`src/rtl/fnms_pkg.sv`:
```
// ----------------------------------------------------------------------------
// Fuzzy name match scorer package
// Word types, register map and scoring constants shared by the scorer files.
// ----------------------------------------------------------------------------
package fnms_pkg;

    localparam int QUERY_CHARS_DEF = 32;
    localparam int QUERY_CHARS_MAX = 32;

    localparam int CHAR_W      = 8;
    localparam int SCORE_W     = 9;
    localparam int QLEN_W      = 6;
    localparam int CFG_ADDR_W  = 6;
    localparam int CFG_DATA_W  = 64;
    localparam int CFG_IDX_W   = 3;
    localparam int QUERY_REGS  = 4;
    localparam int BYTES_PER_REG = CFG_DATA_W / CHAR_W;

    localparam logic [CFG_IDX_W-1:0] REG_QUERY_0   = 3'd0;
    localparam logic [CFG_IDX_W-1:0] REG_QUERY_1   = 3'd1;
    localparam logic [CFG_IDX_W-1:0] REG_QUERY_2   = 3'd2;
    localparam logic [CFG_IDX_W-1:0] REG_QUERY_3   = 3'd3;
    localparam logic [CFG_IDX_W-1:0] REG_QUERY_LEN = 3'd4;

    localparam logic [SCORE_W-1:0] MATCH_POINTS = 9'd10;
    localparam logic [SCORE_W-1:0] RUN_BONUS    = 9'd5;
    localparam logic [SCORE_W-1:0] PREFIX_BONUS = 9'd20;

    localparam logic [CHAR_W-1:0] CASE_OFFSET = 8'd32;
    localparam logic [CHAR_W-1:0] UPPER_A     = 8'h41;
    localparam logic [CHAR_W-1:0] UPPER_Z     = 8'h5A;
    localparam logic [CHAR_W-1:0] SEPARATOR   = 8'h2F;

    typedef struct packed {
        logic [CHAR_W-1:0] path_char;
        logic              last_char;
    } path_word_t;

    typedef struct packed {
        logic [SCORE_W-1:0] name_score;
        logic               is_match;
    } score_word_t;

    function automatic logic [CHAR_W-1:0] fold_case(input logic [CHAR_W-1:0] c);
        logic [CHAR_W-1:0] r;
        r = c;
        if (c >= UPPER_A && c <= UPPER_Z)
        begin
            r = c + CASE_OFFSET;
        end
        return r;
    endfunction

endpackage

```
`src/rtl/fnms_cfg_regs.sv`:
```
// ----------------------------------------------------------------------------
// Fuzzy name match scorer configuration registers
// APB-style register file holding the query bytes and the query length.
// ----------------------------------------------------------------------------
module fnms_cfg_regs #(
    parameter int QUERY_CHARS = fnms_pkg::QUERY_CHARS_DEF,
    parameter int POS_W       = $clog2(QUERY_CHARS + 1)
) (
    input  logic                                clk,
    input  logic                                rst_n,
    input  logic                                psel,
    input  logic                                penable,
    input  logic                                pwrite,
    input  logic [fnms_pkg::CFG_ADDR_W-1:0]     paddr,
    input  logic [fnms_pkg::CFG_DATA_W-1:0]     pwdata,
    output logic [fnms_pkg::CFG_DATA_W-1:0]     prdata,
    output logic                                pready,
    output logic [fnms_pkg::CHAR_W-1:0]         query_bytes [QUERY_CHARS],
    output logic [POS_W-1:0]                    active_length
);
    import fnms_pkg::*;

    localparam int FLAT_W = QUERY_REGS * CFG_DATA_W;

    logic [CHAR_W-1:0]    qbyte_reg [QUERY_CHARS];
    logic [QLEN_W-1:0]    qlen_reg;
    logic [POS_W-1:0]     act_len_reg;
    logic [POS_W-1:0]     act_len_next;
    logic [CFG_IDX_W-1:0] reg_idx;
    logic                 wr_en;
    logic [FLAT_W-1:0]    query_flat;

    assign reg_idx = paddr[CFG_ADDR_W-1:CFG_ADDR_W-CFG_IDX_W];
    assign wr_en   = psel && penable && pwrite;
    assign pready  = 1'b1;

    always_comb
    begin
        if (pwdata[QLEN_W-1:0] > QLEN_W'(QUERY_CHARS))
        begin
            act_len_next = POS_W'(QUERY_CHARS);
        end
        else
        begin
            act_len_next = POS_W'(pwdata[QLEN_W-1:0]);
        end
    end

    genvar k;
    generate
        for (k = 0; k < QUERY_CHARS; k++)
        begin : g_qbyte
            localparam logic [CFG_IDX_W-1:0] OWNER = CFG_IDX_W'(k / BYTES_PER_REG);
            localparam int LSB = CHAR_W * (k % BYTES_PER_REG);

            always_ff @(posedge clk or negedge rst_n)
            begin
                if (!rst_n)
                begin
                    qbyte_reg[k] <= '0;
                end
                else if (wr_en && reg_idx == OWNER)
                begin
                    qbyte_reg[k] <= pwdata[LSB +: CHAR_W];
                end
            end

            assign query_flat[CHAR_W*k +: CHAR_W] = qbyte_reg[k];
            assign query_bytes[k] = qbyte_reg[k];
        end
        if (QUERY_CHARS * CHAR_W < FLAT_W)
        begin : g_pad
            assign query_flat[FLAT_W-1:QUERY_CHARS*CHAR_W] = '0;
        end
    endgenerate

    always_ff @(posedge clk or negedge rst_n)
    begin
        if (!rst_n)
        begin
            qlen_reg    <= '0;
            act_len_reg <= '0;
        end
        else if (wr_en && reg_idx == REG_QUERY_LEN)
        begin
            qlen_reg    <= pwdata[QLEN_W-1:0];
            act_len_reg <= act_len_next;
        end
    end

    assign active_length = act_len_reg;

    always_comb
    begin
        case (reg_idx)
            REG_QUERY_0:   prdata = query_flat[0*CFG_DATA_W +: CFG_DATA_W];
            REG_QUERY_1:   prdata = query_flat[1*CFG_DATA_W +: CFG_DATA_W];
            REG_QUERY_2:   prdata = query_flat[2*CFG_DATA_W +: CFG_DATA_W];
            REG_QUERY_3:   prdata = query_flat[3*CFG_DATA_W +: CFG_DATA_W];
            REG_QUERY_LEN: prdata = CFG_DATA_W'(qlen_reg);
            default:       prdata = '0;
        endcase
    end

endmodule

```
`src/rtl/fnms_score_core.sv`:
```
// ----------------------------------------------------------------------------
// Fuzzy name match scorer core
// Per-character match state and the score of the final path component.
// ----------------------------------------------------------------------------
module fnms_score_core #(
    parameter int QUERY_CHARS = fnms_pkg::QUERY_CHARS_DEF,
    parameter int POS_W       = $clog2(QUERY_CHARS + 1)
) (
    input  logic                          clk,
    input  logic                          rst_n,
    input  logic                          step,
    input  fnms_pkg::path_word_t          path_in,
    input  logic [fnms_pkg::CHAR_W-1:0]   query_bytes [QUERY_CHARS],
    input  logic [POS_W-1:0]              active_length,
    output fnms_pkg::score_word_t         result
);
    import fnms_pkg::*;

    localparam int IDX_W = (QUERY_CHARS > 1) ? $clog2(QUERY_CHARS) : 1;

    logic [POS_W-1:0]   qpos_reg,     qpos_next,     qpos_upd;
    logic               lwm_reg,      lwm_next,      lwm_upd;
    logic [SCORE_W-1:0] score_reg,    score_next,    score_upd;
    logic [POS_W-1:0]   ppos_reg,     ppos_next,     ppos_upd;
    logic               intact_reg,   intact_next,   intact_upd;
    logic               nonempty_reg, nonempty_next, nonempty_upd;

    logic [CHAR_W-1:0]  q_byte;
    logic               hit;
    logic               full;
    logic               bonus;
    logic [SCORE_W-1:0] score_out;

    // While the prefix still holds, both positions advance together, so a
    // single query byte serves both the fuzzy and the exact comparison.
    assign q_byte = query_bytes[qpos_reg[IDX_W-1:0]];
    assign hit    = (qpos_reg < active_length) &&
                    (fold_case(path_in.path_char) == fold_case(q_byte));

    always_comb
    begin
        qpos_upd     = qpos_reg;
        lwm_upd      = lwm_reg;
        score_upd    = score_reg;
        ppos_upd     = ppos_reg;
        intact_upd   = intact_reg;
        nonempty_upd = nonempty_reg;
        if (path_in.path_char == SEPARATOR)
        begin
            qpos_upd     = '0;
            lwm_upd      = 1'b0;
            score_upd    = '0;
            ppos_upd     = '0;
            intact_upd   = 1'b1;
            nonempty_upd = 1'b0;
        end
        else
        begin
            nonempty_upd = 1'b1;
            if (hit)
            begin
                score_upd = score_reg + MATCH_POINTS + (lwm_reg ? RUN_BONUS : '0);
                lwm_upd   = 1'b1;
                qpos_upd  = qpos_reg + 1'b1;
            end
            else
            begin
                lwm_upd = 1'b0;
            end
            if (ppos_reg < active_length)
            begin
                if (path_in.path_char != q_byte)
                begin
                    intact_upd = 1'b0;
                end
                ppos_upd = ppos_reg + 1'b1;
            end
        end
    end

    assign full  = qpos_upd >= active_length;
    assign bonus = intact_upd && (ppos_upd >= active_length);

    always_comb
    begin
        score_out = '0;
        if (full)
        begin
            score_out = score_upd + (bonus ? PREFIX_BONUS : '0);
        end
    end

    assign result.name_score = score_out;
    assign result.is_match   = (score_out != '0) && nonempty_upd;

    always_comb
    begin
        qpos_next     = qpos_reg;
        lwm_next      = lwm_reg;
        score_next    = score_reg;
        ppos_next     = ppos_reg;
        intact_next   = intact_reg;
        nonempty_next = nonempty_reg;
        if (step)
        begin
            if (path_in.last_char)
            begin
                qpos_next     = '0;
                lwm_next      = 1'b0;
                score_next    = '0;
                ppos_next     = '0;
                intact_next   = 1'b1;
                nonempty_next = 1'b0;
            end
            else
            begin
                qpos_next     = qpos_upd;
                lwm_next      = lwm_upd;
                score_next    = score_upd;
                ppos_next     = ppos_upd;
                intact_next   = intact_upd;
                nonempty_next = nonempty_upd;
            end
        end
    end

    always_ff @(posedge clk or negedge rst_n)
    begin
        if (!rst_n)
        begin
            qpos_reg     <= '0;
            lwm_reg      <= 1'b0;
            score_reg    <= '0;
            ppos_reg     <= '0;
            intact_reg   <= 1'b1;
            nonempty_reg <= 1'b0;
        end
        else
        begin
            qpos_reg     <= qpos_next;
            lwm_reg      <= lwm_next;
            score_reg    <= score_next;
            ppos_reg     <= ppos_next;
            intact_reg   <= intact_next;
            nonempty_reg <= nonempty_next;
        end
    end

    a_prefix_aligned: assert property (@(posedge clk) disable iff (!rst_n)
        intact_reg |-> qpos_reg == ppos_reg)
        else $error("Prefix position has drifted from the query position.");

    a_run_needs_match: assert property (@(posedge clk) disable iff (!rst_n)
        lwm_reg |-> qpos_reg != '0)
        else $error("Run flag set with no query character consumed.");

    a_score_needs_match: assert property (@(posedge clk) disable iff (!rst_n)
        score_reg != '0 |-> qpos_reg != '0 && nonempty_reg)
        else $error("Score accumulated without a matched character.");

endmodule

```
`src/rtl/fuzzy_name_match_scorer.sv`:
```
// ----------------------------------------------------------------------------
// Fuzzy name match scorer
// Scores the final component of a path against a configured query.
// ----------------------------------------------------------------------------
// The path arrives one character per word on the path channel (path_valid,
// path_stall, path_word); the word carrying last_char set closes the path.
// For each such word one score word leaves on the score channel (score_valid,
// score_stall, score_word); other words produce nothing.
// The user must write the query bytes and length through the APB-style port
// only while the block is idle; it is not enforced. pready is always high.
// An accepted word is held in the input register until it is consumed, and a
// last character's score is loaded into the output register as it is consumed;
// a stalled score word can hold a last character in the input register.
// One character is taken every cycle while path_stall is low; the rate is set
// by the single compare and add on the match state between the two registers.
// If the score word is stalled, characters that produce no score keep
// flowing; a further last character waits in the input register and
// path_stall is raised until the score word is taken.
// Reset clears the configuration to an empty query and clears both
// channels' valid flags and the match state.
// ----------------------------------------------------------------------------
module fuzzy_name_match_scorer #(
    parameter int QUERY_CHARS = fnms_pkg::QUERY_CHARS_DEF
) (
    input  logic                                clk,
    input  logic                                rst_n,
    input  logic                                psel,
    input  logic                                penable,
    input  logic                                pwrite,
    input  logic [fnms_pkg::CFG_ADDR_W-1:0]     paddr,
    input  logic [fnms_pkg::CFG_DATA_W-1:0]     pwdata,
    output logic [fnms_pkg::CFG_DATA_W-1:0]     prdata,
    output logic                                pready,
    input  logic                                path_valid,
    output logic                                path_stall,
    input  fnms_pkg::path_word_t                path_word,
    output logic                                score_valid,
    input  logic                                score_stall,
    output fnms_pkg::score_word_t               score_word
);
    import fnms_pkg::*;

    localparam int POS_W = $clog2(QUERY_CHARS + 1);

    logic              in_valid_reg, in_valid_next;
    path_word_t        in_word_reg;
    logic              out_valid_reg, out_valid_next;
    score_word_t       out_word_reg;
    logic              consume;
    logic              load_out;
    score_word_t       core_result;
    logic [CHAR_W-1:0] query_bytes [QUERY_CHARS];
    logic [POS_W-1:0]  active_length;

    fnms_cfg_regs #(
        .QUERY_CHARS (QUERY_CHARS),
        .POS_W       (POS_W)
    ) u_cfg_regs (
        .clk           (clk),
        .rst_n         (rst_n),
        .psel          (psel),
        .penable       (penable),
        .pwrite        (pwrite),
        .paddr         (paddr),
        .pwdata        (pwdata),
        .prdata        (prdata),
        .pready        (pready),
        .query_bytes   (query_bytes),
        .active_length (active_length)
    );

    fnms_score_core #(
        .QUERY_CHARS (QUERY_CHARS),
        .POS_W       (POS_W)
    ) u_score_core (
        .clk           (clk),
        .rst_n         (rst_n),
        .step          (consume),
        .path_in       (in_word_reg),
        .query_bytes   (query_bytes),
        .active_length (active_length),
        .result        (core_result)
    );

    assign consume = in_valid_reg &&
                     (!in_word_reg.last_char || !out_valid_reg || !score_stall);
    assign load_out   = consume && in_word_reg.last_char;
    assign path_stall = in_valid_reg && !consume;

    always_comb
    begin
        in_valid_next = in_valid_reg;
        if (!path_stall)
        begin
            in_valid_next = path_valid;
        end
    end

    always_comb
    begin
        out_valid_next = out_valid_reg;
        if (load_out)
        begin
            out_valid_next = 1'b1;
        end
        else if (!score_stall)
        begin
            out_valid_next = 1'b0;
        end
    end

    always_ff @(posedge clk or negedge rst_n)
    begin
        if (!rst_n)
        begin
            in_valid_reg  <= 1'b0;
            out_valid_reg <= 1'b0;
        end
        else
        begin
            in_valid_reg  <= in_valid_next;
            out_valid_reg <= out_valid_next;
        end
    end

    always_ff @(posedge clk)
    begin
        if (path_valid && !path_stall)
        begin
            in_word_reg <= path_word;
        end
        if (load_out)
        begin
            out_word_reg <= core_result;
        end
    end

    assign score_valid = out_valid_reg;
    assign score_word  = out_word_reg;

    a_score_from_last: assert property (@(posedge clk) disable iff (!rst_n)
        $rose(score_valid) |-> $past(in_valid_reg && in_word_reg.last_char))
        else $error("Score word raised without a closing character.");

    a_match_has_score: assert property (@(posedge clk) disable iff (!rst_n)
        score_valid && score_word.is_match |-> score_word.name_score != '0)
        else $error("Match flag set on a zero score.");

    a_stall_cause: assert property (@(posedge clk) disable iff (!rst_n)
        path_stall |-> in_word_reg.last_char && score_valid && score_stall)
        else $error("Path stalled without a blocked score word.");

endmodule
```
`config.mk`:
```
export PLATFORM = sky130hd
export DESIGN_NAME = fuzzy_name_match_scorer
export DESIGN_NICKNAME = d
export VERILOG_FILES = /design/src/rtl/fnms_pkg.sv /design/src/rtl/fnms_cfg_regs.sv /design/src/rtl/fnms_score_core.sv /design/src/rtl/fuzzy_name_match_scorer.sv
export SDC_FILE = /design/constraint.sdc
export NUM_CORES = 1
export LEC_CHECK = 0
export ABC_AREA = 1
export BUFFER_PORTS_ARGS = -buffer_cell sky130_fd_sc_hd__clkbuf_2
export CORE_UTILIZATION = 40
export CTS_CLUSTER_DIAMETER = 40
export DETAILED_ROUTE_END_ITERATION = 16
export GPL_TIMING_DRIVEN = 0
export HOLD_SLACK_MARGIN = 0.1
export SETUP_SLACK_MARGIN = 0.1
export SLEW_MARGIN = 5
export SYNTH_ARGS = -nofsm -noshare
export SYNTH_HDL_FRONTEND = slang
export SYNTH_HIERARCHICAL = 1
export SYNTH_SLANG_ARGS = --single-unit
export TNS_END_PERCENT = 50
```
`constraint.sdc`:
```
create_clock -name clk -period 4.5 [get_ports clk]
set_clock_uncertainty 0.05 [all_clocks]
set_input_delay 0.45 -clock clk [delete_from_list [all_inputs] [get_ports clk]]
set_output_delay 0.45 -clock clk [all_outputs]
set_load 0.01 [all_outputs]
```
==> insert_results.sql <==
INSERT INTO impl_metrics (metric_group, metric, value, unit) VALUES
('sta', 'timing_worst_slew_pin_value', '1.19', 'ns'),
('logic_synthesis', 'yosys.area.top_type', 'dfrtp_1', ''),
('logic_synthesis', 'postSynthCellCount', '2721', ''),
('setup_path', 'critPathLaunchType', 'flip-flop', ''),
('finish', 'filler_cell_count', '4546', ''),
('setup_path', 'cp_slowest_stage_delay', '0.48', 'ns'),
('logic_synthesis', 'synthDominantCellAreaShare', '0.392', ''),
('global_routing', 'grt_total_usage', '0.391', ''),
('route', 'wire_per_inst', '25.1', 'um'),
('power_and_ir_drop', 'share_clk_of_total_power', '0.438', ''),
('power_and_ir_drop', 'pwr-share-seq', '0.366', ''),
('logic_synthesis', 'post-synth-top-count-cell', 'nand2_1', ''),
('power_and_ir_drop', 'comb_power_share', '0.196', ''),
('floorplan', 'die_y', '218', 'um'),
('hold_path', 'holdCritPathClass', 'input pin to flip-flop', ''),
('route', 'dr_vias', '20673', ''),
('logic_synthesis', 'synth_cell_type_count', '44', ''),
('global_routing', 'antenna_found_initial', '4', ''),
('sta', 'final-max-slew-violation-count', '0', ''),
('finish', 'area_delta_synth_final', '29.6', '%'),
('placed_design', 'globalplace.congestion', '1.02', ''),
('logic_synthesis', 'seq_area_frac_synth', '0.424', ''),
('route', 'routed_wl', '92400', 'um'),
('floorplan', 'dieArea', '47400', 'um2'),
('outcome', 'run_status', 'finished with violations', ''),
('setup_path', 'crit_slowest_cell', 'dfrtp_2', ''),
('logic_synthesis', 'post_synth_instance_area', '18600', 'um2'),
('logic_synthesis', 'synth_top_cells_by_area', 'dfrtp_1 (39%), nand2_1 (21%), o21ai_0 (7.7%)', ''),
('global_routing', 'grt_max_degree', '99', ''),
('global_routing', 'wire_length_of_the_first_global_routing_pass', '133000', 'um'),
('finish', 'number_of_flip_flops_in_the_largest_register', '256', ''),
('floorplan', 'floorplan.core_area', '45700', 'um2'),
('logic_synthesis', 'adder_cell_share_of_the_synthesized_area', '0.0215', ''),
('logic_synthesis', 'proportion_of_synthesized_area_in_mux_cells', '0', ''),
('setup_path', 'timing.critical_path.arrival', '5.52', 'ns'),
('setup_path', 'path_class', 'flip-flop to flip-flop', ''),
('route', 'drc', '0', ''),
('logic_synthesis', 'ys_warn_count', '6', ''),
('sta', 'min_setup_slack_post_route', '-0.700', 'ns'),
('route', 'vias_per_cell', '5.61', ''),
('power_and_ir_drop', 'vdd_ir_drop_max', '280', 'uV'),
('sta', 'fin_setup_tns', '-2.05', 'ns'),
('floorplan', 'floorplan.rows', '78', ''),
('cts', 'cts_htree_levels', '2', ''),
('finish', 'area_used_by_multi_input_combinational_logic', '9430', 'um2'),
('sta', 'grt_setup_unrepaired', 'true', ''),
('cts', 'cts_num_sinks', '312', ''),
('logic_synthesis', 'top_reg_cell_synth', 'dfrtp_1', ''),
('global_routing', 'gr-total-overflow', '0', ''),
('logic_synthesis', 'postSynthNetCount', '2839', ''),
('setup_path', 'timing.critical_path.required', '4.82', 'ns'),
('logic_synthesis', 'async_flop_share', '0.939', ''),
('sta', 'final_period_minus_worst_setup_slack', '5.20', 'ns'),
('sta', 'final_hold_viol_count', '0', ''),
('cts', 'cts.clk_slew.worst_paths', '0.06', 'ns'),
('cts', 'max_root_sink_buffers', '3', ''),
('cts', 'tritoncts_clock_tree', 'built', ''),
('route', 'detailedRoute.firstIterationViolations', '2484', ''),
('sta', 'maxClockFrequency', '0.192', 'GHz'),
('sta', 'setup_viol_count_final', '10', ''),
('route', 'drt_pre_antenna_iters', '8', ''),
('route', 'ant_nets', '0', ''),
('power_and_ir_drop', 'power.leakage', '12.5', 'nW'),
('logic_synthesis', 'synth_compound_gate_area_share', '0.129', ''),
('outcome', 'failing_checks', 'negative setup slack', ''),
('setup_path', 'crit_path_max_fanout', '10', ''),
('setup_path', 'crit_path_end_kind', 'flip-flop', ''),
('floorplan', 'io_pins', '163', ''),
('logic_synthesis', 'largest_family_of_logic_cells_by_synthesized_area', 'simple AND/OR/NAND/NOR gates', ''),
('logic_synthesis', 'synth_enable_flop_cells', '19', ''),
('cts', 'cts-buffers-inserted', '60', '');
==> cell type report <==
cell class / instances / share of cell area
multi-input cells: 2000 / 0.390
flip-flops and latches: 312 / 0.327
repair buffers: 253 / 0.0764
clock buffers: 76 / 0.0697
plain buffers: 164 / 0.0513
inverters: 245 / 0.0385
well taps: 600 / 0.0311
clock inverters: 35 / 0.0151
diodes: 1 / 0.000104
==> critical path: cells and delay by family, from the launching register on <==
kind	cells	cell delay [ns]
and+or+nand+nor	21	2.36
buffers and inverters	7	0.92
DFF	1	0.48
adders and majority gates	1	0.27
AOI/OAI and AO/OA	6	0.83
==> layer usage <==
layer	vias up	share of wire	global-route usage
li1	9293	-	-
met4	2	0.063	0.214
met2	1176	0.44	0.600
met3	298	0.10	0.0784
met1	9904	0.40	0.517
met5	-	0.00021	0
==> path summary, 6_finish.rpt <==
kind,startpoint,end,cells after the start
max in group asynchronous,rst_n,u_cfg_regs/query_bytes[114]$_DFFE_PN0P_,4
min in group asynchronous,rst_n,u_cfg_regs/query_bytes[154]$_DFFE_PN0P_,2
worst min-delay path,pwdata[4],u_cfg_regs/query_bytes[60]$_DFFE_PN0P_,3
worst max register to register,u_score_core/qpos_reg[2]$_DFFE_PN0P_,score_word[0]$_DFFE_PP_,35
worst max-delay path,u_score_core/qpos_reg[2]$_DFFE_PN0P_,score_word[0]$_DFFE_PP_,35
worst min register to register,u_cfg_regs/active_length[1]$_DFFE_PN0P_,u_cfg_regs/active_length[1]$_DFFE_PN0P_,2
==> cell families after synthesis <==
kind of cell	Yosys count
buffers and inverters	409
other	1
adder cells (fa/ha/maj)	32
AO/OA/AOI/OAI	464
flip-flops	312
AND/OR/NAND/NOR	1497
XOR/XNOR	6
==> per-stage QoR <==
stage               cell area (um2)   util  instances  hold slack [ns]  power [W]
detailed placement            20300  0.444       3482            0.378    0.00560
CTS                           23900  0.522       3681            0.107     0.0103
finish                        24200  0.529       3686            0.130     0.0103
floorplan                     18600      -       2721            0.104    0.00477
global placement              20200  0.442       3479            0.410    0.00555
global route                  24100  0.529       3685            0.125     0.0108
==> cells in the final DEF, fill, tap and decap left out, types with 7 or more instances in the layout <==
master         Yosys  routed
a21oi_1           91      85
a21oi_2            1       7
buf_12             0      14
buf_16             0       7
buf_2             65      43
buf_4              9      25
buf_6             23      21
clkbuf_1          57      55
clkbuf_16          0      62
clkbuf_2           6     167
clkbuf_8           0      13
clkinv_2           0      11
clkinv_4           0       7
clkinvlp_4         0       9
dfrtp_1          292     290
dlygate4sd3_1      0      74
edfxtp_1          19      19
ha_1              32      32
inv_1            233     230
inv_2              8      10
nand2_1         1057    1023
nand2_2            5      28
nand2_4            0      11
nand3_1          150     111
nand3_2            6      39
nand3_4            1       7
nand4_1           27      27
nor2_1           220     207
nor2_2             6      16
nor2_4             4       7
nor3_1            10       8
o211ai_1           7       7
o21ai_0          285     260
o21ai_1           54      62
o21ai_2            0      16
o22ai_1           12      12
==> repair_timing <==
action,in CTS,in global routing
pin swaps,29,27
cloned,3,1
hold buffers,74,0
setup endpoints to repair,10,10
endpoints found under the hold margin,290,0
resized for setup,189,69
setup buffers,11,3
==> power by group through the flow <==
stage	registers, W	clock network, W	logic, W
final	0.00378	0.00453	0.00202
after global routing	0.00384	0.00470	0.00224
after CTS	0.00377	0.00456	0.00195
after detailed placement	0.00380	0	0.00180
after global placement	0.00379	0	0.00176
after floorplan	0.00363	0	0.00115
(Power assumes the default switching activity.)
